===== src/rtl/mad_pkg.sv =====
// Shared types and constants for the motion adaptive deinterlacer.
// No dependencies; every other rtl file except mad_checker imports this package.
`timescale 1ns / 1ps
package mad_pkg;

  localparam int MAX_WIDTH   = 2048;
  localparam int STORED_ROWS = 4;
  localparam int COL_W       = $clog2(MAX_WIDTH);
  localparam int SLOT_W      = $clog2(STORED_ROWS);
  localparam int ROW_W       = 12;
  localparam int FW_W        = 12;
  localparam int PIX_W       = 8;
  localparam int TAPS        = 5;
  localparam int MID_TAP     = TAPS / 2;
  localparam int CFG_AW      = 1;
  localparam int CFG_DW      = 12;
  localparam int DEF_WIDTH   = 1920;
  // width of the column/width compare, must hold MAX_WIDTH and any register value
  localparam int CMP_W       = (COL_W + 1 > FW_W) ? COL_W + 1 : FW_W;
  // signed width for mirrored row math, holds 2 * 4096
  localparam int MIR_W       = ROW_W + 3;
  localparam int SV_W        = PIX_W + 3;

  typedef logic [PIX_W-1:0]       pix_t;
  typedef logic signed [SV_W-1:0] sval_t;

  typedef struct packed {
    pix_t prv;
    pix_t cur;
    pix_t nxt;
  } tri_t;

  typedef struct packed {
    logic              live;
    logic [SLOT_W-1:0] slot;
  } tap_sel_t;

  typedef struct packed {
    logic                  interp;
    logic                  last;
    logic                  par;
    tap_sel_t [TAPS-1:0]   sel;
  } item_ctl_t;

  typedef enum logic [CFG_AW-1:0] {
    REG_FIELD_PARITY = 1'b0,
    REG_FRAME_WIDTH  = 1'b1
  } cfg_reg_e;

endpackage


===== src/rtl/mad_filter.sv =====
// Per-pixel filter: gathers the five row taps and forms the clamped
// spatial/temporal estimate. Combinational. Depends on mad_pkg.
`timescale 1ns / 1ps
module mad_filter (
  input  mad_pkg::item_ctl_t                       ctl_i,
  input  mad_pkg::tri_t                            live_i,
  input  mad_pkg::tri_t [mad_pkg::STORED_ROWS-1:0] bank_i,
  output mad_pkg::pix_t                            pix_o,
  output logic                                     interp_o
);
  import mad_pkg::*;

  function automatic sval_t f_max(sval_t a, sval_t b);
    return (a > b) ? a : b;
  endfunction

  function automatic sval_t f_min(sval_t a, sval_t b);
    return (a < b) ? a : b;
  endfunction

  function automatic sval_t f_absd(sval_t a, sval_t b);
    return (a > b) ? a - b : b - a;
  endfunction

  tri_t  tap [TAPS];
  sval_t p [TAPS];
  sval_t c [TAPS];
  sval_t n [TAPS];
  sval_t spatial, d, t0, t1, t2, diff, b, f, lo, hi, bound;
  sval_t lim_lo, lim_hi, v0, v;

  always_comb begin
    for (int k = 0; k < TAPS; k++) begin
      tap[k] = ctl_i.sel[k].live ? live_i : bank_i[ctl_i.sel[k].slot];
      p[k]   = sval_t'({3'b000, tap[k].prv});
      c[k]   = sval_t'({3'b000, tap[k].cur});
      n[k]   = sval_t'({3'b000, tap[k].nxt});
    end
  end

  always_comb begin
    spatial = (c[1] >>> 1) + (c[3] >>> 1);
    d  = ctl_i.par ? (p[2] >>> 1) + (c[2] >>> 1) : (c[2] >>> 1) + (n[2] >>> 1);
    t0 = ctl_i.par ? (f_absd(p[2], c[2]) >>> 1) : (f_absd(c[2], n[2]) >>> 1);
    t1 = (f_absd(p[1], c[1]) >>> 1) + (f_absd(p[3], c[3]) >>> 1);
    t2 = (f_absd(n[1], c[1]) >>> 1) + (f_absd(n[3], c[3]) >>> 1);
    diff = f_max(f_max(t0, t1), t2);
    // halved two-frame sums two rows above and below
    b  = ctl_i.par ? (p[0] >>> 1) + (c[0] >>> 1) : (c[0] >>> 1) + (n[0] >>> 1);
    f  = ctl_i.par ? (p[4] >>> 1) + (c[4] >>> 1) : (c[4] >>> 1) + (n[4] >>> 1);
    lo = f_min(f_min(d - c[3], d - c[1]), f_max(b - c[1], f - c[3]));
    hi = f_max(f_max(d - c[3], d - c[1]), f_min(b - c[1], f - c[3]));
    bound  = f_max(f_max(diff, lo), -hi);
    lim_lo = d - bound;
    lim_hi = d + bound;
    v0 = (spatial < lim_lo) ? lim_lo : spatial;
    v  = (v0 > lim_hi) ? lim_hi : v0;
  end

  assign pix_o    = ctl_i.interp ? v[PIX_W-1:0] : tap[MID_TAP].cur;
  assign interp_o = ctl_i.interp;

endmodule


===== config.mk =====
export PLATFORM = sky130hd
export DESIGN_NAME = mad_filter
export DESIGN_NICKNAME = d
export VERILOG_FILES = /design/src/rtl/mad_pkg.sv /design/src/rtl/mad_filter.sv
export SDC_FILE = /design/constraint.sdc
export NUM_CORES = 1
export LEC_CHECK = 0
export BUFFER_PORTS_ARGS = -buffer_cell sky130_fd_sc_hd__buf_4
export CORE_MARGIN = 2
export CORE_UTILIZATION = 60
export DETAILED_ROUTE_END_ITERATION = 10
export PLACE_DENSITY = 0.8
export SYNTH_ARGS = -nofsm -noshare
export SYNTH_HDL_FRONTEND = slang
export SYNTH_SLANG_ARGS = --single-unit

===== constraint.sdc =====
create_clock -name vclk -period 41.8
set_clock_uncertainty 0.2 [all_clocks]
set_input_delay 4.18 -clock vclk [all_inputs]
set_output_delay 4.18 -clock vclk [all_outputs]
set_load 0.02 [all_outputs]

==> load_flow_metrics.sql, run 1 <==
INSERT INTO impl_metrics (metric_group, metric, value, unit) VALUES
('status', 'run_status', 'finished, final reports clean', ''),
('finish', 'n_antenna_cell', '0', ''),
('worst_setup_path', 'critical_path.endpoint_type', 'output port', ''),
('cts', 'cts_repair_resize_count', '0', ''),
('finish', 'sequential_cell_area', '0', 'sq um'),
('logic_synthesis', 'syn_inst', '1925', ''),
('logic_synthesis', 'seq_area_frac_synth', '0', '%'),
('global_routing', 'grt_usage', '37.6', '%'),
('sta', 'finalCriticalPeriod', '30.00', 'ns'),
('finish', 'finalNonFillerCells', '2353', ''),
('logic_synthesis', 'synthDominantCellAreaShare', '21.8', '%'),
('finish', 'flops_and_latches', '0', ''),
('worst_setup_path', 'timing.critical_path.arrival', '25.62', 'ns'),
('sta', 'slew_violations', '0', ''),
('finish', 'clock_buffer_count', '0', ''),
('hold_path', 'worstHoldPathType', 'in2out', ''),
('floorplan', 'dieArea', '28400', 'sq um'),
('placed_design', 'finalWeightedCongestion', '1.01', ''),
('routing', 'routed_via_count_divided_by_cell_count', '6.84', ''),
('global_routing', 'grt_pass1_vias', '15631', ''),
('finish', 'post-route-util', '65.7', '%'),
('finish', 'layout_common_cells', 'sky130_fd_sc_hd__ha_1, sky130_fd_sc_hd__inv_1, sky130_fd_sc_hd__buf_4, sky130_fd_sc_hd__mux4_2, sky130_fd_sc_hd__mux2i_1', ''),
('sta', 'setup_violations', '0', ''),
('global_routing', 'global_route_congestion_overflow_total', '0', ''),
('global_routing', 'grt_start_max_net_pins', '29', ''),
('floorplan', 'initial_utilization', '60.7', '%'),
('worst_setup_path', 'slowest_stage_cell_cp', 'sky130_fd_sc_hd__o41ai_2', ''),
('placed_design', 'port-buffer-count', '146', ''),
('logic_synthesis', 'synth.distinct_cells', '85', ''),
('finish', 'nFillCells', '2250', ''),
('worst_setup_path', 'critPathKind', 'in2out', ''),
('sta', 'fin_hold_ws', '8.49', 'ns'),
('finish', 'area.growth.synth_to_final', '8.18', '%'),
('routing', 'num_vias', '16086', ''),
('sta', 'remaining_max_slew_budget_at_the_tightest_pin', '22.5', '%'),
('sta', 'setup_total_negative_slack', '0', 'ns'),
('cts', 'cts_post_setup_buffers_inserted', '0', ''),
('floorplan', 'core_area', '26800', 'sq um'),
('logic_synthesis', 'total_of_warnings_raised_by_yosys', '0', ''),
('worst_setup_path', 'worst_path_largest_cell_delay', '0.80', 'ns'),
('logic_synthesis', 'yosys.area.top_type', 'sky130_fd_sc_hd__ha_1', ''),
('logic_synthesis', 'synth.cell_area', '16300', 'sq um'),
('routing', 'drc', '0', ''),
('worst_setup_path', 'cp.required', '37.42', 'ns'),
('global_routing', 'wire_length_of_the_first_global_routing_pass', '84500', 'um'),
('finish', 'fin_nets', '2460', ''),
('floorplan', 'fp.dieH', '169', 'um'),
('sta', 'unrepaired_setup_endpoints_after_global_routing', 'false', ''),
('placed_design', 'placed_cell_count', '2353', ''),
('routing', 'drt-pass1-iter-count', '6', ''),
('finish', 'layout_commonest_cell', 'sky130_fd_sc_hd__ha_1', ''),
('sta', 'final_min_period_over_clock_period', '71.8', '%'),
('worst_setup_path', 'crit_buf_inv', '10', ''),
('routing', 'detail_route.iter0.violations', '1585', ''),
('sta', 'final-hold-violation-count', '0', ''),
('worst_setup_path', 'crit_fanout', '24', ''),
('cts', 'total_of_hold_buffers_inserted_after_clock_tree_synthesis', '0', ''),
('placed_design', 'dpl.hpwl', '45200', 'um'),
('worst_setup_path', 'critPathMostFrequentCell', 'sky130_fd_sc_hd__ha_1', ''),
('floorplan', 'boundaryPins', '147', ''),
('global_routing', 'grt_antenna_before_repair', '1', ''),
('sta', 'clock.fmax', '33.3', 'MHz'),
('job', 'cap_violations', '0', ''),
('worst_setup_path', 'family_with_the_most_delay_on_the_worst_path', 'compound AO/OA/AOI/OAI gates', ''),
('routing', 'routed_wirelength', '54000', 'um'),
('floorplan', 'fp.dieW', '169', 'um'),
('logic_synthesis', 'synth.net_count', '2371', ''),
('logic_synthesis', 'post_synth_main_area_contributors', 'sky130_fd_sc_hd__ha_1, sky130_fd_sc_hd__mux4_2, sky130_fd_sc_hd__mux2i_1, sky130_fd_sc_hd__inv_1, sky130_fd_sc_hd__xnor2_1', ''),
('finish', 'layout-drive-gt1-share', '18.7', '%'),
('worst_setup_path', 'cp-start-kind', 'input pin', ''),
('sta', 'tightest_slew', '1.13', 'ns'),
('routing', 'ant_nets', '0', ''),
('floorplan', 'rows', '60', ''),
('routing', 'average_routed_wire_per_standard_cell', '22.9', 'um'),
('logic_synthesis', 'average_footprint_of_a_synthesized_cell', '8.45', 'sq um');
## kinds of logic after synthesis
group           Yosys count  synth area share [%]
simple gates            461                  14.4
compound gates          458                  19.2
fa+ha+maj               309                  24.9
mux                     307                  29.1
buf+inv                 286                  6.84
xor+xnor                104                  5.60
## per-stage QoR
stage          setup slack [ns]  cell area, sq um
2_1_floorplan             15.37             16300
5_1_grt                   10.35             17600
4_1_cts                   12.20             17600
6_report                  11.80             17600
3_3_place_gp              12.65             17600
3_5_place_dp              12.28             17600
## synth_stat cells (all sizes together), types with 33 or more instances
| master | count |
|---|---|
| mux2 | 51 |
| mux2i | 128 |
| nor2b | 40 |
| a21oi | 115 |
| nand2 | 99 |
| o21ai | 82 |
| clkbuf | 43 |
| nor2 | 118 |
| ha | 284 |
| inv | 210 |
| mux4 | 128 |
| xnor2 | 72 |
| nand3 | 33 |
| o21a | 34 |
## worst paths after layout
| kind | cells past startpoint | slack, ns | end | from |
|---|---|---|---|---|
| setup / recovery | 84 | 11.80 | pix_o[0] | ctl_i[5] |
| hold / removal | 2 | 8.49 | interp_o | ctl_i[17] |
## metal layers
metal  vias to the layer above  global-route usage (%)  routed length (um)
li1                       7378                       -                   -
met1                      7565                    48.7               20800
met2                       952                    62.6               24600
met3                       189                    4.68                5400
met4                         2                    17.7                3130
met5                         -                       0                  13
## area by class of cell
cell class,instances,area [sq um],share of cell area [%]
inverter,211,792,4.50
multi-input combinational,1639,15200,86.2
tap,341,427,2.42
timing repair buffer,162,1220,6.91
Power of run 1 is left out: the tool's default activity adds up to more than one toggle a clock period on the data nets, which glitch-free logic cannot reach.
==> run 2: changes to the inputs <==
==> constraint.sdc (replaced) <==
create_clock -name vclk -period 30.6
set_clock_uncertainty 0.2 [all_clocks]
set_input_delay 3.06 -clock vclk [all_inputs]
set_output_delay 3.06 -clock vclk [all_outputs]
set_load 0.02 [all_outputs]
==> run 2 against run 1 <==
Effect of this change:
- first-iteration DRC count up 7.5%
- sequential cell count unchanged
- setup slack worse by 8.4 ns
- clock-buffer cell count unchanged
- worst hold slack worse by 2.2 ns
- sequential share of layout area unchanged
- wire length about the same
- critical path type unchanged
==> load_flow_metrics.sql, run 2 (synthesis gave the netlist of run 1 again) <==
INSERT INTO impl_metrics (metric_group, metric, value, unit) VALUES
('finish', 'layout_common_cells', 'sky130_fd_sc_hd__ha_1, sky130_fd_sc_hd__inv_1, sky130_fd_sc_hd__buf_4, sky130_fd_sc_hd__mux4_2, sky130_fd_sc_hd__mux2i_1', ''),
('floorplan', 'boundaryPins', '147', ''),
('routing', 'drt-met1-wl', '20700', 'um'),
('worst_setup_path', 'launching_instance_or_port_of_the_critical_path', 'ctl_i[9]', ''),
('floorplan', 'core_area', '26800', 'sq um'),
('floorplan', 'rows', '60', ''),
('sta', 'final-hold-violation-count', '0', ''),
('finish', 'sequential_cell_area', '0', 'sq um'),
('sta', 'setup_total_negative_slack', '0', 'ns'),
('global_routing', 'wire_length_of_the_first_global_routing_pass', '83900', 'um'),
('routing', 'detail_route.iter0.violations', '1704', ''),
('cts', 'cts_post_setup_buffers_inserted', '0', ''),
('worst_setup_path', 'slowest_stage_cell_cp', 'sky130_fd_sc_hd__o41ai_2', ''),
('finish', 'nFillCells', '2298', ''),
('worst_setup_path', 'critical_path.endpoint_type', 'output port', ''),
('sta', 'finalCriticalPeriod', '27.20', 'ns'),
('finish', 'fin_nets', '2459', ''),
('status', 'run_status', 'finished, final reports clean', ''),
('sta', 'final_min_period_over_clock_period', '88.9', '%'),
('placed_design', 'port-buffer-count', '146', ''),
('finish', 'n_antenna_cell', '0', ''),
('routing', 'drt-pass1-iter-count', '8', ''),
('job', 'cap_violations', '0', ''),
('finish', 'area.growth.synth_to_final', '8.13', '%'),
('routing', 'ant_nets', '0', ''),
('finish', 'clock_buffer_count', '0', ''),
('placed_design', 'finalWeightedCongestion', '1.02', ''),
('finish', 'flops_and_latches', '0', ''),
('floorplan', 'fp.dieW', '169', 'um'),
('sta', 'setup_violations', '0', ''),
('finish', 'layout-drive-gt1-share', '18.6', '%'),
('sta', 'tightest_slew', '1.11', 'ns'),
('worst_setup_path', 'crit_fanout', '24', ''),
('routing', 'average_routed_wire_per_standard_cell', '23.0', 'um'),
('worst_setup_path', 'critPathMostFrequentCell', 'sky130_fd_sc_hd__ha_1', ''),
('cts', 'total_of_hold_buffers_inserted_after_clock_tree_synthesis', '0', ''),
('hold_path', 'worstHoldPathType', 'in2out', ''),
('routing', 'routed.top_layer', 'met4', ''),
('routing', 'routed_via_count_divided_by_cell_count', '6.84', ''),
('global_routing', 'grt_pass1_vias', '15559', ''),
('worst_setup_path', 'cp-start-kind', 'input pin', ''),
('sta', 'clock.fmax', '36.8', 'MHz'),
('routing', 'dr_wl_met3', '5800', 'um'),
('global_routing', 'grt_start_max_net_pins', '29', ''),
('routing', 'drc', '0', ''),
('worst_setup_path', 'critPathKind', 'in2out', ''),
('cts', 'cts_repair_resize_count', '0', ''),
('sta', 'slew_violations', '0', ''),
('placed_design', 'dpl.hpwl', '45300', 'um'),
('floorplan', 'initial_utilization', '60.7', '%'),
('worst_setup_path', 'worst_path_largest_cell_delay', '0.84', 'ns'),
('routing', 'detailroute.wirelength.met2', '24300', 'um'),
('global_routing', 'global_route_congestion_overflow_total', '0', ''),
('floorplan', 'dieArea', '28400', 'sq um'),
('floorplan', 'fp.dieH', '169', 'um'),
('sta', 'unrepaired_setup_endpoints_after_global_routing', 'false', ''),
('global_routing', 'grt_antenna_before_repair', '0', ''),
('global_routing', 'grt_usage', '37.4', '%'),
('routing', 'routed_wirelength', '54000', 'um'),
('worst_setup_path', 'timing.critical_path.arrival', '23.94', 'ns'),
('worst_setup_path', 'endpoint', 'pix_o[0]', ''),
('finish', 'layout_commonest_cell', 'sky130_fd_sc_hd__ha_1', ''),
('routing', 'num_vias', '16077', ''),
('sta', 'remaining_max_slew_budget_at_the_tightest_pin', '24.1', '%'),
('worst_setup_path', 'cp.required', '27.34', 'ns');
## run 2: changes by cell type in the layout (fill, tap and decap cells not counted)
| cell | change |
|---|---|
| sky130_fd_sc_hd__buf_4 | -1 |
## run 2: cell type report
class,instances,area [sq um],area share [%]
Inverter,211,792,4.50
Multi-Input combinational cell,1639,15200,86.2
Timing Repair Buffer,161,1210,6.87
Tap cell,341,427,2.43
## run 2: critical path: cells and delay by family
kind | cells | cell delay, ns
XOR/XNOR | 3 | 0.66
AND/OR/NAND/NOR | 19 | 2.96
AO/OA/AOI/OAI | 33 | 8.65
buffers and inverters | 6 | 1.49
multiplexers | 7 | 3.26
adder cells (fa/ha/maj) | 12 | 3.81
## run 2: worst min-delay path by stage
stage,from,to,slack (ns),depth (start not counted)
6_report,ctl_i[17],interp_o,6.25,2
5_1_grt,ctl_i[17],interp_o,6.26,2
4_1_cts,ctl_i[17],interp_o,6.25,2
3_5_place_dp,ctl_i[17],interp_o,6.25,2
3_3_place_gp,ctl_i[17],interp_o,6.25,2
2_1_floorplan,ctl_i[17],interp_o,6.03,1
## run 2: per-layer routing
metal,vias to the layer above,global-route usage [%]
met5,-,0
met4,0,18.7
met3,179,6.87
met2,970,61.2
met1,7555,47.6
li1,7373,-
## run 2: metrics by stage
step / area [sq um] / worst slack, ns / utilization, % / hold WS [ns] / instances
final: 17600 / 3.40 / 65.6 / 6.25 / 2352
after global routing: 17600 / 1.89 / 65.6 / 6.26 / 2352
after CTS: 17600 / 3.60 / 65.6 / 6.25 / 2352
after detailed placement: 17600 / 3.63 / 65.6 / 6.25 / 2352
after global placement: 17600 / 4.11 / 65.6 / 6.25 / 2352
after floorplan: 16300 / 6.41 / - / 6.03 / 1925
Power of run 2 is left out for the same reason.
