===== config.mk =====
export PLATFORM = sky130hd
export DESIGN_NAME = mad_ctrl
export DESIGN_NICKNAME = d
export VERILOG_FILES = /design/src/rtl/mad_pkg.sv /design/src/rtl/mad_ctrl.sv
export SDC_FILE = /design/constraint.sdc
export NUM_CORES = 1
export LEC_CHECK = 0
export BUFFER_PORTS_ARGS = -buffer_cell sky130_fd_sc_hd__buf_4
export CORE_MARGIN = 2
export CORE_UTILIZATION = 40
export DETAILED_ROUTE_END_ITERATION = 10
export MAX_ROUTING_LAYER = met4
export SLEW_MARGIN = 20
export SYNTH_ARGS = -nofsm -noshare
export SYNTH_HDL_FRONTEND = slang
export SYNTH_SLANG_ARGS = --single-unit

===== constraint.sdc =====
create_clock -name clk_i -period 18 [get_ports clk_i]
set_input_delay 0 -clock clk_i [delete_from_list [all_inputs] [get_ports clk_i]]
set_output_delay 0 -clock clk_i [all_outputs]
set_load 0.02 [all_outputs]

===== src/rtl/mad_pkg.sv =====
// Shared types and constants for the motion adaptive deinterlacer.
// No dependencies; every other rtl file except mad_checker imports this package.
`timescale 1ns / 1ps
package mad_pkg;

  localparam int MAX_WIDTH   = 2048;
  localparam int STORED_ROWS = 4;
  localparam int COL_W       = $clog2(MAX_WIDTH);
  localparam int SLOT_W      = $clog2(STORED_ROWS);
  localparam int ROW_W       = 12;
  localparam int FW_W        = 12;
  localparam int PIX_W       = 8;
  localparam int TAPS        = 5;
  localparam int MID_TAP     = TAPS / 2;
  localparam int CFG_AW      = 1;
  localparam int CFG_DW      = 12;
  localparam int DEF_WIDTH   = 1920;
  // width of the column/width compare, must hold MAX_WIDTH and any register value
  localparam int CMP_W       = (COL_W + 1 > FW_W) ? COL_W + 1 : FW_W;
  // signed width for mirrored row math, holds 2 * 4096
  localparam int MIR_W       = ROW_W + 3;
  localparam int SV_W        = PIX_W + 3;

  typedef logic [PIX_W-1:0]       pix_t;
  typedef logic signed [SV_W-1:0] sval_t;

  typedef struct packed {
    pix_t prv;
    pix_t cur;
    pix_t nxt;
  } tri_t;

  typedef struct packed {
    logic              live;
    logic [SLOT_W-1:0] slot;
  } tap_sel_t;

  typedef struct packed {
    logic                  interp;
    logic                  last;
    logic                  par;
    tap_sel_t [TAPS-1:0]   sel;
  } item_ctl_t;

  typedef enum logic [CFG_AW-1:0] {
    REG_FIELD_PARITY = 1'b0,
    REG_FRAME_WIDTH  = 1'b1
  } cfg_reg_e;

endpackage


===== src/rtl/mad_ctrl.sv =====
// Raster counters, config registers and tap selection (edge mirroring).
// Depends on mad_pkg.
`timescale 1ns / 1ps
module mad_ctrl (
  input  logic                          clk_i,
  input  logic                          rst_ni,
  input  logic                          cfg_we_i,
  input  logic [mad_pkg::CFG_AW-1:0]    cfg_addr_i,
  input  logic [mad_pkg::CFG_DW-1:0]    cfg_data_i,
  input  logic                          accept_i,
  input  logic                          mode_i,
  output logic                          emit_o,
  output mad_pkg::item_ctl_t            ctl_o,
  output logic [mad_pkg::COL_W-1:0]     col_o,
  output logic [mad_pkg::SLOT_W-1:0]    wr_slot_o
);
  import mad_pkg::*;

  logic             par_q;
  logic [FW_W-1:0]  width_q;
  logic [COL_W-1:0] col_q, col_d;
  logic [ROW_W-1:0] row_q, row_d;
  logic [1:0]       flush_q, flush_d;

  logic [CMP_W-1:0] w_eff, col_nx;
  logic             row_end;
  logic [1:0]       pend;
  logic             flush_act, last_row, step, live_en;
  logic [ROW_W-1:0] y;
  logic [ROW_W:0]   h;
  logic signed [MIR_W-1:0] hs;
  logic signed [MIR_W-1:0] ts [TAPS];
  logic [MIR_W-1:0]        ms [TAPS];

  always_comb begin
    if (width_q == '0) begin
      w_eff = CMP_W'(1);
    end else if (CMP_W'(width_q) > CMP_W'(MAX_WIDTH)) begin
      w_eff = CMP_W'(MAX_WIDTH);
    end else begin
      w_eff = CMP_W'(width_q);
    end
    col_nx  = CMP_W'(col_q) + CMP_W'(1);
    row_end = (col_nx >= w_eff);
  end

  always_comb begin
    pend      = (row_q < ROW_W'(2)) ? row_q[1:0] : 2'd2;
    flush_act = (flush_q < pend);
    last_row  = ((3'(flush_q) + 3'd1) >= 3'(pend));
    if (!mode_i) begin
      // pixel word: output row trails by two, frame height so far is row + 1
      emit_o  = (row_q >= ROW_W'(2));
      y       = row_q - ROW_W'(2);
      h       = {1'b0, row_q} + (ROW_W+1)'(1);
      live_en = 1'b1;
      step    = 1'b1;
    end else begin
      emit_o  = flush_act;
      y       = row_q - ROW_W'(pend) + ROW_W'(flush_q);
      h       = {1'b0, row_q};
      live_en = 1'b0;
      step    = flush_act;
    end
  end

  // mirror rows y-2 .. y+2 into [0, h-1]; only h-5 .. h+1 can occur
  always_comb begin
    hs = $signed(MIR_W'(h));
    for (int k = 0; k < TAPS; k++) begin
      ts[k] = $signed(MIR_W'(y) + MIR_W'(k) - MIR_W'(2));
      if (h == (ROW_W+1)'(1)) begin
        ms[k] = '0;
      end else if (ts[k][MIR_W-1]) begin
        ms[k] = ~ts[k];
      end else if (ts[k] >= hs) begin
        ms[k] = hs + hs - ts[k] - MIR_W'(1);
      end else begin
        ms[k] = ts[k];
      end
      ctl_o.sel[k].live = live_en && (ms[k][ROW_W-1:0] == row_q);
      ctl_o.sel[k].slot = ms[k][SLOT_W-1:0];
    end
    ctl_o.interp = y[0] ^ par_q;
    ctl_o.last   = mode_i && row_end && last_row;
    ctl_o.par    = par_q;
  end

  always_comb begin
    col_d   = col_q;
    row_d   = row_q;
    flush_d = flush_q;
    if (step) begin
      col_d = row_end ? '0 : col_nx[COL_W-1:0];
      if (row_end) begin
        if (!mode_i) begin
          row_d = row_q + ROW_W'(1);
        end else if (last_row) begin
          row_d   = '0;
          flush_d = '0;
        end else begin
          flush_d = flush_q + 2'd1;
        end
      end
    end
  end

  always_ff @(posedge clk_i or negedge rst_ni) begin
    if (!rst_ni) begin
      par_q   <= 1'b0;
      width_q <= FW_W'(DEF_WIDTH);
      col_q   <= '0;
      row_q   <= '0;
      flush_q <= '0;
    end else begin
      if (cfg_we_i) begin
        case (cfg_reg_e'(cfg_addr_i))
          REG_FIELD_PARITY: par_q   <= cfg_data_i[0];
          REG_FRAME_WIDTH:  width_q <= cfg_data_i[FW_W-1:0];
          default: ;
        endcase
      end
      if (accept_i) begin
        col_q   <= col_d;
        row_q   <= row_d;
        flush_q <= flush_d;
      end
    end
  end

  assign col_o     = col_q;
  assign wr_slot_o = row_q[SLOT_W-1:0];

endmodule


==> results.md, run 1 <==
- Initial Util: 40.7%
- Yosys reg bits: 38
- CP startpoint kind: register
- Distinct cells, synth: 109
- Detailed-placement wirelength estimate: 31100 um
- Register area: 956 um^2
- Post-Syn Nets: 1536
- Post-synth top area cell: ha_1
- Clock insertion delay at the later pin of the skew report: 0.29 ns
- Design area: 0.0113 mm^2
- Yosys warnings: 0
- CTS resizes: 0
- Syn Area/Cell: 7.58 um^2
- Slew margin rel.: 23.8%
- Register area share after synthesis: 9.36%
- Die height: 164 um
- Core area: 0.0251 mm^2
- Layout cells sized above 1: 12.1%
- CTS Buf Count: 5
- Crit share post-route: 55.4%
- First DRT Iteration DRCs: 804
- Clock-pin slew on the worst setup and hold paths: 0.06 ns
- Post-Syn Area: 0.0102 mm^2
- Async set or reset register ratio after synthesis: 100%
- Worst-margin pin slew: 1.13 ns
- Most common cell type on the critical path: ha_1
- Placed Area: 0.0110 mm^2
- Top-count cell post-synth: ha_1
- Max-cap violations: 0
- Total GRT Usage: 31.2%
- Slowest cell on the critical path: dfrtp_1
- Slew Viols, Final: 0
- Site row count: 58
- Diodes inserted: 0
- Area delta synth->final: 10.4%
- Setup crit end kind: primary output
- Global route total overflow: 0
- CP arrival: 9.97 ns
- Pin count of the biggest net entering global routing: 47
- Routability cong.: 1.00
- Top_reg_cell synth: dfrtp_1
- I/O Pins: 50
- Final Hold Viols: 0
- Via count: 10700
- Critical path class: reg2out
- Setup TNS: 0 ns
- Post-CTS setup buffer count: 0
- Worst EP required: 18.00 ns
- Drt drc: 0
- Drt pass-1 iters: 5
- Status: finished clean
- Final setup violation count: 0
- Vias/cell: 6.19
- Placed Instances: 1702
- Number of synthesized flops with an enable pin: 0
- Fillers: 2629
- Root buffer cell: clkbuf_16
- Area of the multi-input gates: 0.00864 mm^2
- Finished Layout Cells: 1723
- CTS tree: built
- First-pass GRT wire length: 62300 um
- Fmax: 100 MHz
- Share of the synthesized area in the top cell type: 20.0%
- Post-route ant nets: 0
- HP Class: in2reg
- Vias in the first global route: 10400
- Commonest cells in the netlist: 163 x ha_1, 107 x nand2_1, 100 x xnor2_1
- CTS Buffer Depth: 2
- Final core utilization: 44.9%
- RSZ-0062 raised after global routing: no
- Clock period minus final worst setup slack: 9.97 ns
- Die width: 164 um
- Worst path max stage delay: 0.81 ns
- Initial antenna violation count: 0
- Synth Instances: 1348
- CTS HTree Levels: 2
- Die footprint: 0.0268 mm^2
- Top cells by area, synth: ha_1 20%, xnor2_1 8.6%, dfrtp_1 8.3%
- Max FO, Critical Path: 18
- I/O Buffers: 49
- Routed wire per std cell: 23.5 um
- CTS sink count: 38
- Clock skew: 0.00531 ns
- Nets: 1580
- Final WL: 40500 um
==> logic make-up after synthesis <==
kind of cell	synth area share (%)
flip-flops	9.36
multiplexers	4.01
buffers and inverters	6.27
XOR/XNOR	11.0
AND/OR/NAND/NOR	22.7
AO/OA/AOI/OAI	25.4
adder cells (fa/ha/maj)	21.3
==> registers in the layout, indices dropped and copies added, names as in the netlist <==
name,count
row_q,12
flush_q,2
par_q,1
width_q,12
col_o,11
==> repair_timing <==
| item | 4_1_cts | 5_1_grt |
|---|---|---|
| hold endpoints to repair | 47 | 0 |
| hold buffers | 13 | 0 |
| setup endpoints to repair | 0 | 0 |
==> final cells by class <==
class                      count  area share, %
timing repair buffer          89           6.21
multi-input combinational   1154           76.6
inverter                     104           3.53
clock inverter                 1          0.266
tap                          330           3.66
clock buffer                   7           1.26
sequential                    38           8.48
==> cell usage in the layout (no fill, tap or decap), drive strengths merged, types with 8 or more instances in the layout <==
| master | instances |
|---|---|
| a2111oi | 9 |
| a211oi | 25 |
| a21o | 21 |
| a21oi | 91 |
| a31oi | 14 |
| and3 | 17 |
| buf | 76 |
| dfrtp | 34 |
| dlygate4sd3 | 13 |
| ha | 163 |
| inv | 97 |
| mux2 | 21 |
| mux2i | 16 |
| nand2 | 109 |
| nand2b | 25 |
| nand3 | 47 |
| nand4 | 21 |
| nor2 | 105 |
| nor2b | 16 |
| nor3 | 41 |
| nor4 | 13 |
| o2111ai | 9 |
| o211ai | 15 |
| o21a | 16 |
| o21ai | 75 |
| o22ai | 9 |
| o31ai | 13 |
| or2 | 8 |
| or3 | 12 |
| xnor2 | 102 |
| xor2 | 18 |
==> per-layer routing <==
metal  wire length [um]  global-route usage (%)
met2              18900                    51.6
met5                  0                       -
met3               2740                    4.02
met4               1280                    9.53
met1              17600                    39.7
==> critical path, delay by kind of cell, from the launching register on <==
kind            cells  cell delay, ns
compound gates     12            3.27
fa+ha+maj           5            1.72
flops               1            0.81
mux                 1            0.20
buf+inv             5            1.24
xor+xnor            2            0.30
simple gates        7            2.13
==> stage by stage <==
| step | setup slack (ns) | hold WS, ns |
|---|---|---|
| 6_report | 8.03 | 0.0761 |
| 5_1_grt | 7.43 | 0.0853 |
| 4_1_cts | 8.21 | 0.0731 |
| 3_5_place_dp | 8.56 | 0.00685 |
| 3_3_place_gp | 8.75 | 0.00810 |
| 2_1_floorplan | 9.74 | -0.296 |
==> worst paths after layout <==
path	start	end	slack, ns	cells after the start
worst max-delay path	row_q[5]$_DFFE_PN0P_	ctl_o[11]	8.03	32
worst min-delay path	cfg_addr_i	par_q$_DFFE_PN0P_	0.08	3
worst max register to register	row_q[5]$_DFFE_PN0P_	row_q[3]$_DFFE_PN0P_	12.55	15
worst min register to register	width_q[0]$_DFFE_PN0P_	width_q[0]$_DFFE_PN0P_	0.53	1
max in group asynchronous	rst_ni	width_q[8]$_DFFE_PN1P_	17.41	2
min in group asynchronous	rst_ni	width_q[1]$_DFFE_PN0P_	0.23	2
Power of run 1 is not shown: default switching activity piles up to over one toggle a cycle in this logic, so the estimate is an artifact.
==> run 2: changes to the inputs <==
- clock period: 18 -> 9.2 ns (I/O delays scaled with it)
==> run 2 against run 1 <==
First-iteration DRC count rose by 27%; worst hold slack improved by 0.0014 ns; sequential share of layout area fell by 0.099 points; setup slack got worse by 7.6 ns; critical endpoint is now ctl_o[14]; largest cell class unchanged.
==> results.md, run 2 (synthesized netlist as in run 1, its figures left out) <==
- Initial antenna violation count: 0 (unchanged)
- Layout cells sized above 1: 13.2% (was 12.1%)
- CTS tree: built (unchanged)
- Area delta synth->final: 11.7% (was 10.4%)
- Die width: 164 um (unchanged)
- HP Class: in2reg (unchanged)
- Clock period minus final worst setup slack: 8.73 ns
- CTS sink count: 38 (unchanged)
- Total GRT Usage: 29.8% (was 31.2%)
- I/O Pins: 50 (unchanged)
- Worst path max stage delay: 0.69 ns (was 0.81 ns)
- Die height: 164 um (unchanged)
- Nets: 1599 (was 1580)
- CP startpoint kind: register (unchanged)
- Vias/cell: 6.17 (was 6.19)
- Site row count: 58 (unchanged)
- Setup crit end kind: primary output (unchanged)
- Final Hold Viols: 0 (unchanged)
- CTS HTree Levels: 2 (unchanged)
- Clock skew: 0.00284 ns (was 0.00531 ns)
- Slew Viols, Final: 0 (unchanged)
- Setup TNS: 0 ns (unchanged)
- Status: finished clean (unchanged)
- Pin count of the biggest net entering global routing: 47 (unchanged)
- Max-cap violations: 0 (unchanged)
- CTS Buf Count: 5 (unchanged)
- Root buffer cell: clkbuf_16 (unchanged)
- Slowest cell on the critical path: o21ai_0 (was dfrtp_1)
- Core area: 0.0251 mm^2 (unchanged)
- First-pass GRT wire length: 59900 um (was 62300 um)
- Global route total overflow: 0 (unchanged)
- Drt pass-1 iters: 7 (was 5)
- RSZ-0062 raised after global routing: no (unchanged)
- Final setup violation count: 0 (unchanged)
- Clock-pin slew on the worst setup and hold paths: 0.06 ns (about the same)
- Slew margin rel.: 35.0% (was 23.8%)
- First DRT Iteration DRCs: 1018 (was 804)
- Fmax: 115 MHz
- Worst-margin pin slew: 0.975 ns (was 1.13 ns)
- Die footprint: 0.0268 mm^2 (unchanged)
- Via count: 10700 (about the same)
- Clock insertion delay at the later pin of the skew report: 0.29 ns (about the same)
- Routability cong.: 1.00 (about the same)
- Detailed-placement wirelength estimate: 29900 um (was 31100 um)
- CP arrival: 8.73 ns (was 9.97 ns)
- Leading cell type in the layout, fill and taps excluded: ha_1 (unchanged)
- Crit share post-route: 94.9%
- Most common cell type on the critical path: ha_1 (unchanged)
- Final WL: 39000 um (was 40500 um)
- Critical path class: reg2out (unchanged)
- Post-route ant nets: 0 (unchanged)
- Worst EP required: 9.20 ns (was 18.00 ns)
- CTS Buffer Depth: 2 (unchanged)
- Vias in the first global route: 10100 (was 10400)
- Drt drc: 0 (unchanged)
- Initial Util: 40.7% (unchanged)
- Max FO, Critical Path: 26 (was 18)
- Routed wire per std cell: 22.4 um (was 23.5 um)
- Most frequent cells in the layout: 163 x ha_1, 107 x nand2_1, 100 x xnor2_1 (was 163 x ha_1, 107 x nand2_1, 99 x xnor2_1, 99 x nor2_1, 89 x a21oi_1)
- I/O Buffers: 49 (unchanged)
-- run 2: final cells by class --
type,instances,area (um^2)
Antenna cell,1,2.50
Inverter,104,399
Multi-Input combinational cell,1154,8630
Timing Repair Buffer,108,843
Fill cell,2553,13700
Clock buffer,7,133
Tap cell,330,413
Sequential cell,38,956
Clock inverter,1,30.0
-- run 2: worst max-delay path, delay by kind of cell (launching register included) --
family	cells	cell delay, ns
mux	1	0.14
buf+inv	5	0.79
fa+ha+maj	4	1.08
simple gates	11	3.13
xor+xnor	2	0.29
flops	1	0.36
compound gates	9	2.62
-- run 2: path summary, 6_finish.rpt --
| kind | from | endpoint | slack (ns) | cells after the start |
|---|---|---|---|---|
| max reg2reg | row_q[4]$_DFFE_PN0P_ | row_q[3]$_DFFE_PN0P_ | 4.85 | 15 |
| max in group asynchronous | rst_ni | width_q[8]$_DFFE_PN1P_ | 8.60 | 2 |
| min reg2reg | width_q[0]$_DFFE_PN0P_ | width_q[0]$_DFFE_PN0P_ | 0.52 | 1 |
| max | row_q[4]$_DFFE_PN0P_ | ctl_o[14] | 0.47 | 32 |
| min | cfg_addr_i | par_q$_DFFE_PN0P_ | 0.08 | 3 |
| min in group asynchronous | rst_ni | width_q[3]$_DFFE_PN0P_ | 0.24 | 2 |
-- run 2: through the flow --
| stage | std cells | util, % | cell area, um^2 | setup WS [ns] | hold WS [ns] |
|---|---|---|---|---|---|
| after detailed placement | 1718 | 44.1 | 11100 | 0.617 | 0.00752 |
| final | 1743 | 45.4 | 11400 | 0.471 | 0.0775 |
| after global placement | 1718 | 44.1 | 11100 | 0.792 | 0.00593 |
| after CTS | 1739 | 45.3 | 11400 | 0.284 | 0.0685 |
| after floorplan | 1348 | - | 10200 | 0.940 | -0.296 |
| after global routing | 1742 | 45.4 | 11400 | 0.0236 | 0.0747 |
-- run 2: repair_timing --
| action | 4_1_cts | 5_1_grt |
|---|---|---|
| hold buffers | 13 | 0 |
| setup endpoints to repair | 0 | 3 |
| hold endpoints to repair | 47 | 0 |
| gates resized for setup | 0 | 4 |
| setup buffers | 0 | 3 |
-- run 2: metal layers --
metal / up-vias / part of all wire [%] / GRT usage [%]
met1: 5118 / 44 / 39.4
li1: 5105 / - / -
met5: - / 0 / -
met4: 0 / 3.5 / 10.2
met2: 439 / 45 / 47.9
met3: 85 / 6.7 / 2.45
Power of run 2 is left out for the same reason.
==> run 3: changes to the inputs <==
--- a/config.mk
+++ b/config.mk
@@ -10,2 +10,3 @@
 export CORE_UTILIZATION = 40
+export CTS_BUF_LIST = sky130_fd_sc_hd__clkbuf_2
 export DETAILED_ROUTE_END_ITERATION = 10
==> constraint.sdc (replaced) <==
create_clock -name clk_i -period 9.35 [get_ports clk_i]
set_input_delay 1.87 -clock clk_i [delete_from_list [all_inputs] [get_ports clk_i]]
set_output_delay 1.87 -clock clk_i [all_outputs]
set_load 0.02 [all_outputs]
==> run 3 against run 2 <==
Global-route usage shrank 0.14 points; critical endpoint is now ctl_o[11]; final cell count grew 2.8%; setup slack lost 0.62 ns; worst hold slack gained 0.49 ns; wire length grew 0.71%; count of clock-buffer cells in the layout shrank 2; the flow now finishes with violations (setup timing); die area is the same; register-to-register slack gained 0.73 ns; highest routed layer unchanged.
==> results.md, run 3 (synthesized netlist as in run 1, its figures left out) <==
- HP Class: reg2reg (was in2reg)
- Layout cells sized above 1: 20.1% (was 13.2%)
- Fmax: 105 MHz
- CP arrival: 7.63 ns (was 8.73 ns)
- Nets: 1647 (was 1599)
- Routability cong.: 1.09 (was 1.00)
- Placed Area: 0.0114 mm^2 (was 0.0111 mm^2)
- CP delay by family, top: compound AO/OA/AOI/OAI gates (was simple AND/OR/NAND/NOR gates)
- Slowest cell on the critical path: a2111o_1 (was o21ai_0)
- Root buffer cell: clkbuf_2 (was clkbuf_16)
- CP startpoint kind: register (unchanged)
- Clock period minus final worst setup slack: 9.50 ns
- Die width: 164 um (unchanged)
- Critical path class: reg2out (unchanged)
- Worst path max stage delay: 0.46 ns (was 0.69 ns)
- CP bufs+invs: 6 (was 5)
- Failing checks: setup timing
- CTS HTree Levels: 2 (unchanged)
- Final Hold Viols: 0 (unchanged)
- Site row count: 58 (unchanged)
- Most frequent cells in the layout: 158 x ha_1, 151 x buf_4, 107 x nand2_1 (was 163 x ha_1, 107 x nand2_1, 100 x xnor2_1)
- Worst EP required: 7.48 ns (was 9.20 ns)
- Drt pass-1 iters: 6 (was 7)
- Setup crit end kind: primary output (unchanged)
- Area delta synth->final: 17.7% (was 11.7%)
- Clock-pin slew on the worst setup and hold paths: 0.21 ns (was 0.06 ns)
- Worst-margin pin slew: 0.886 ns (was 0.975 ns)
- Max-cap violations: 0 (unchanged)
- Clock skew: 0.0227 ns (was 0.00284 ns)
- Drt drc: 0 (unchanged)
- Die footprint: 0.0268 mm^2 (unchanged)
- Fillers: 2503 (was 2553)
- Final WL: 39300 um (was 39000 um)
- Pin count of the biggest net entering global routing: 39 (was 47)
- CTS Buf Count: 5 (unchanged)
- Post-route ant nets: 0 (unchanged)
- RSZ-0062 raised after global routing: yes (was no)
- CTS Hold Bufs: 0 (was 13)
- Final setup violation count: 2 (was 0)
- Die height: 164 um (unchanged)
- Initial antenna violation count: 1 (was 0)
- Core area: 0.0251 mm^2 (unchanged)
- Routed wire per std cell: 21.9 um (was 22.4 um)
- Status: finished with violations (was finished clean)
- First-pass GRT wire length: 59400 um (was 59900 um)
- Post-route setup slack: -0.151 ns (was 0.471 ns)
- Initial Util: 40.7% (unchanged)
- I/O Pins: 50 (unchanged)
- Crit share post-route: 102%
- Total GRT Usage: 29.6% (was 29.8%)
- Vias/cell: 6.07 (was 6.17)
- CTS Buffer Depth: 2 (unchanged)
- Design area: 0.0120 mm^2 (was 0.0114 mm^2)
- Global route total overflow: 0 (unchanged)
- Slew Viols, Final: 0 (unchanged)
- Vias in the first global route: 10100 (about the same)
- Post-Place Setup Slack: 0.104 ns (was 0.617 ns)
- Via count: 10900 (was 10700)
- CTS sink count: 38 (unchanged)
- Slew margin rel.: 40.0% (was 35.0%)
- CTS tree: built (unchanged)
- Leading cell type in the layout, fill and taps excluded: ha_1 (unchanged)
- First DRT Iteration DRCs: 1136 (was 1018)
- Max FO, Critical Path: 8 (was 26)
- Hold WS: 0.565 ns (was 0.0775 ns)
- I/O Buffers: 49 (unchanged)
- Clock insertion delay at the later pin of the skew report: 0.41 ns (was 0.29 ns)
- Detailed-placement wirelength estimate: 30600 um (was 29900 um)
[run 3: worst paths after layout]
path                                         from                 endpoint  slack, ns  cells after the start
min reg2reg                width_q[2]$_DFFE_PN0P_   width_q[2]$_DFFE_PN0P_       0.57                      1
min                        width_q[2]$_DFFE_PN0P_   width_q[2]$_DFFE_PN0P_       0.57                      1
max reg2reg                  row_q[2]$_DFFE_PN0P_     row_q[3]$_DFFE_PN0P_       5.58                     15
max in group asynchronous                  rst_ni  width_q[10]$_DFFE_PN1P_       7.60                      1
min in group asynchronous                  rst_ni   width_q[1]$_DFFE_PN0P_       1.39                      1
max                          row_q[2]$_DFFE_PN0P_                ctl_o[11]      -0.15                     34
[run 3: what timing repair did]
item	CTS	global route
setup endpoints to repair	4	5
pin swaps	30	35
gates cloned	0	1
buffers inserted	19	7
endpoints found under the hold margin	0	0
gates resized for setup	18	30
[run 3: worst reg2reg max path: stages, from the launching register on]
cell and delay, ns:
dfrtp_1 0.41, inv_2 0.06, ha_2 0.16, a21boi_2 0.15, o211ai_1 0.26, a21boi_2 0.11, o21ai_2 0.24, nor2_1 0.10
ha_1 0.27, nor2b_1 0.12, o21ai_0 0.34, nand2_1 0.57, a211oi_1 0.46, nand2_1 0.13, o21ai_0 0.17, o21ai_0 0.12
[run 3: layout make-up]
cell class                 instances  area [um^2]  area share (%)
antenna                            1         2.50          0.0208
clock buffer                       5         25.0           0.208
clock inverter                     3         68.8           0.572
inverter                         104          403            3.35
multi-input combinational       1154         8970            74.6
sequential                        38          956            7.95
tap                              330          413            3.43
timing repair buffer             156         1180            9.85
[run 3: stage by stage]
stage                     util (%)  setup TNS, ns  cells
after detailed placement      45.6              0   1755
after global routing          47.9          -1.46   1791
final                         47.9         -0.288   1791
after CTS                     46.9         -0.146   1782
after floorplan                  -              0   1348
after global placement        45.6        -0.0306   1755
[run 3: per-layer routing]
metal	wire length (um)	up-vias	part of all wire [%]	track usage (%)
li1	-	5180	-	-
met1	17200	5126	44	40.5
met2	17300	479	44	45.5
met3	3110	91	7.9	2.58
met4	1690	0	4.3	10.9
met5	0	-	0	-
Power of run 3 is left out for the same reason.
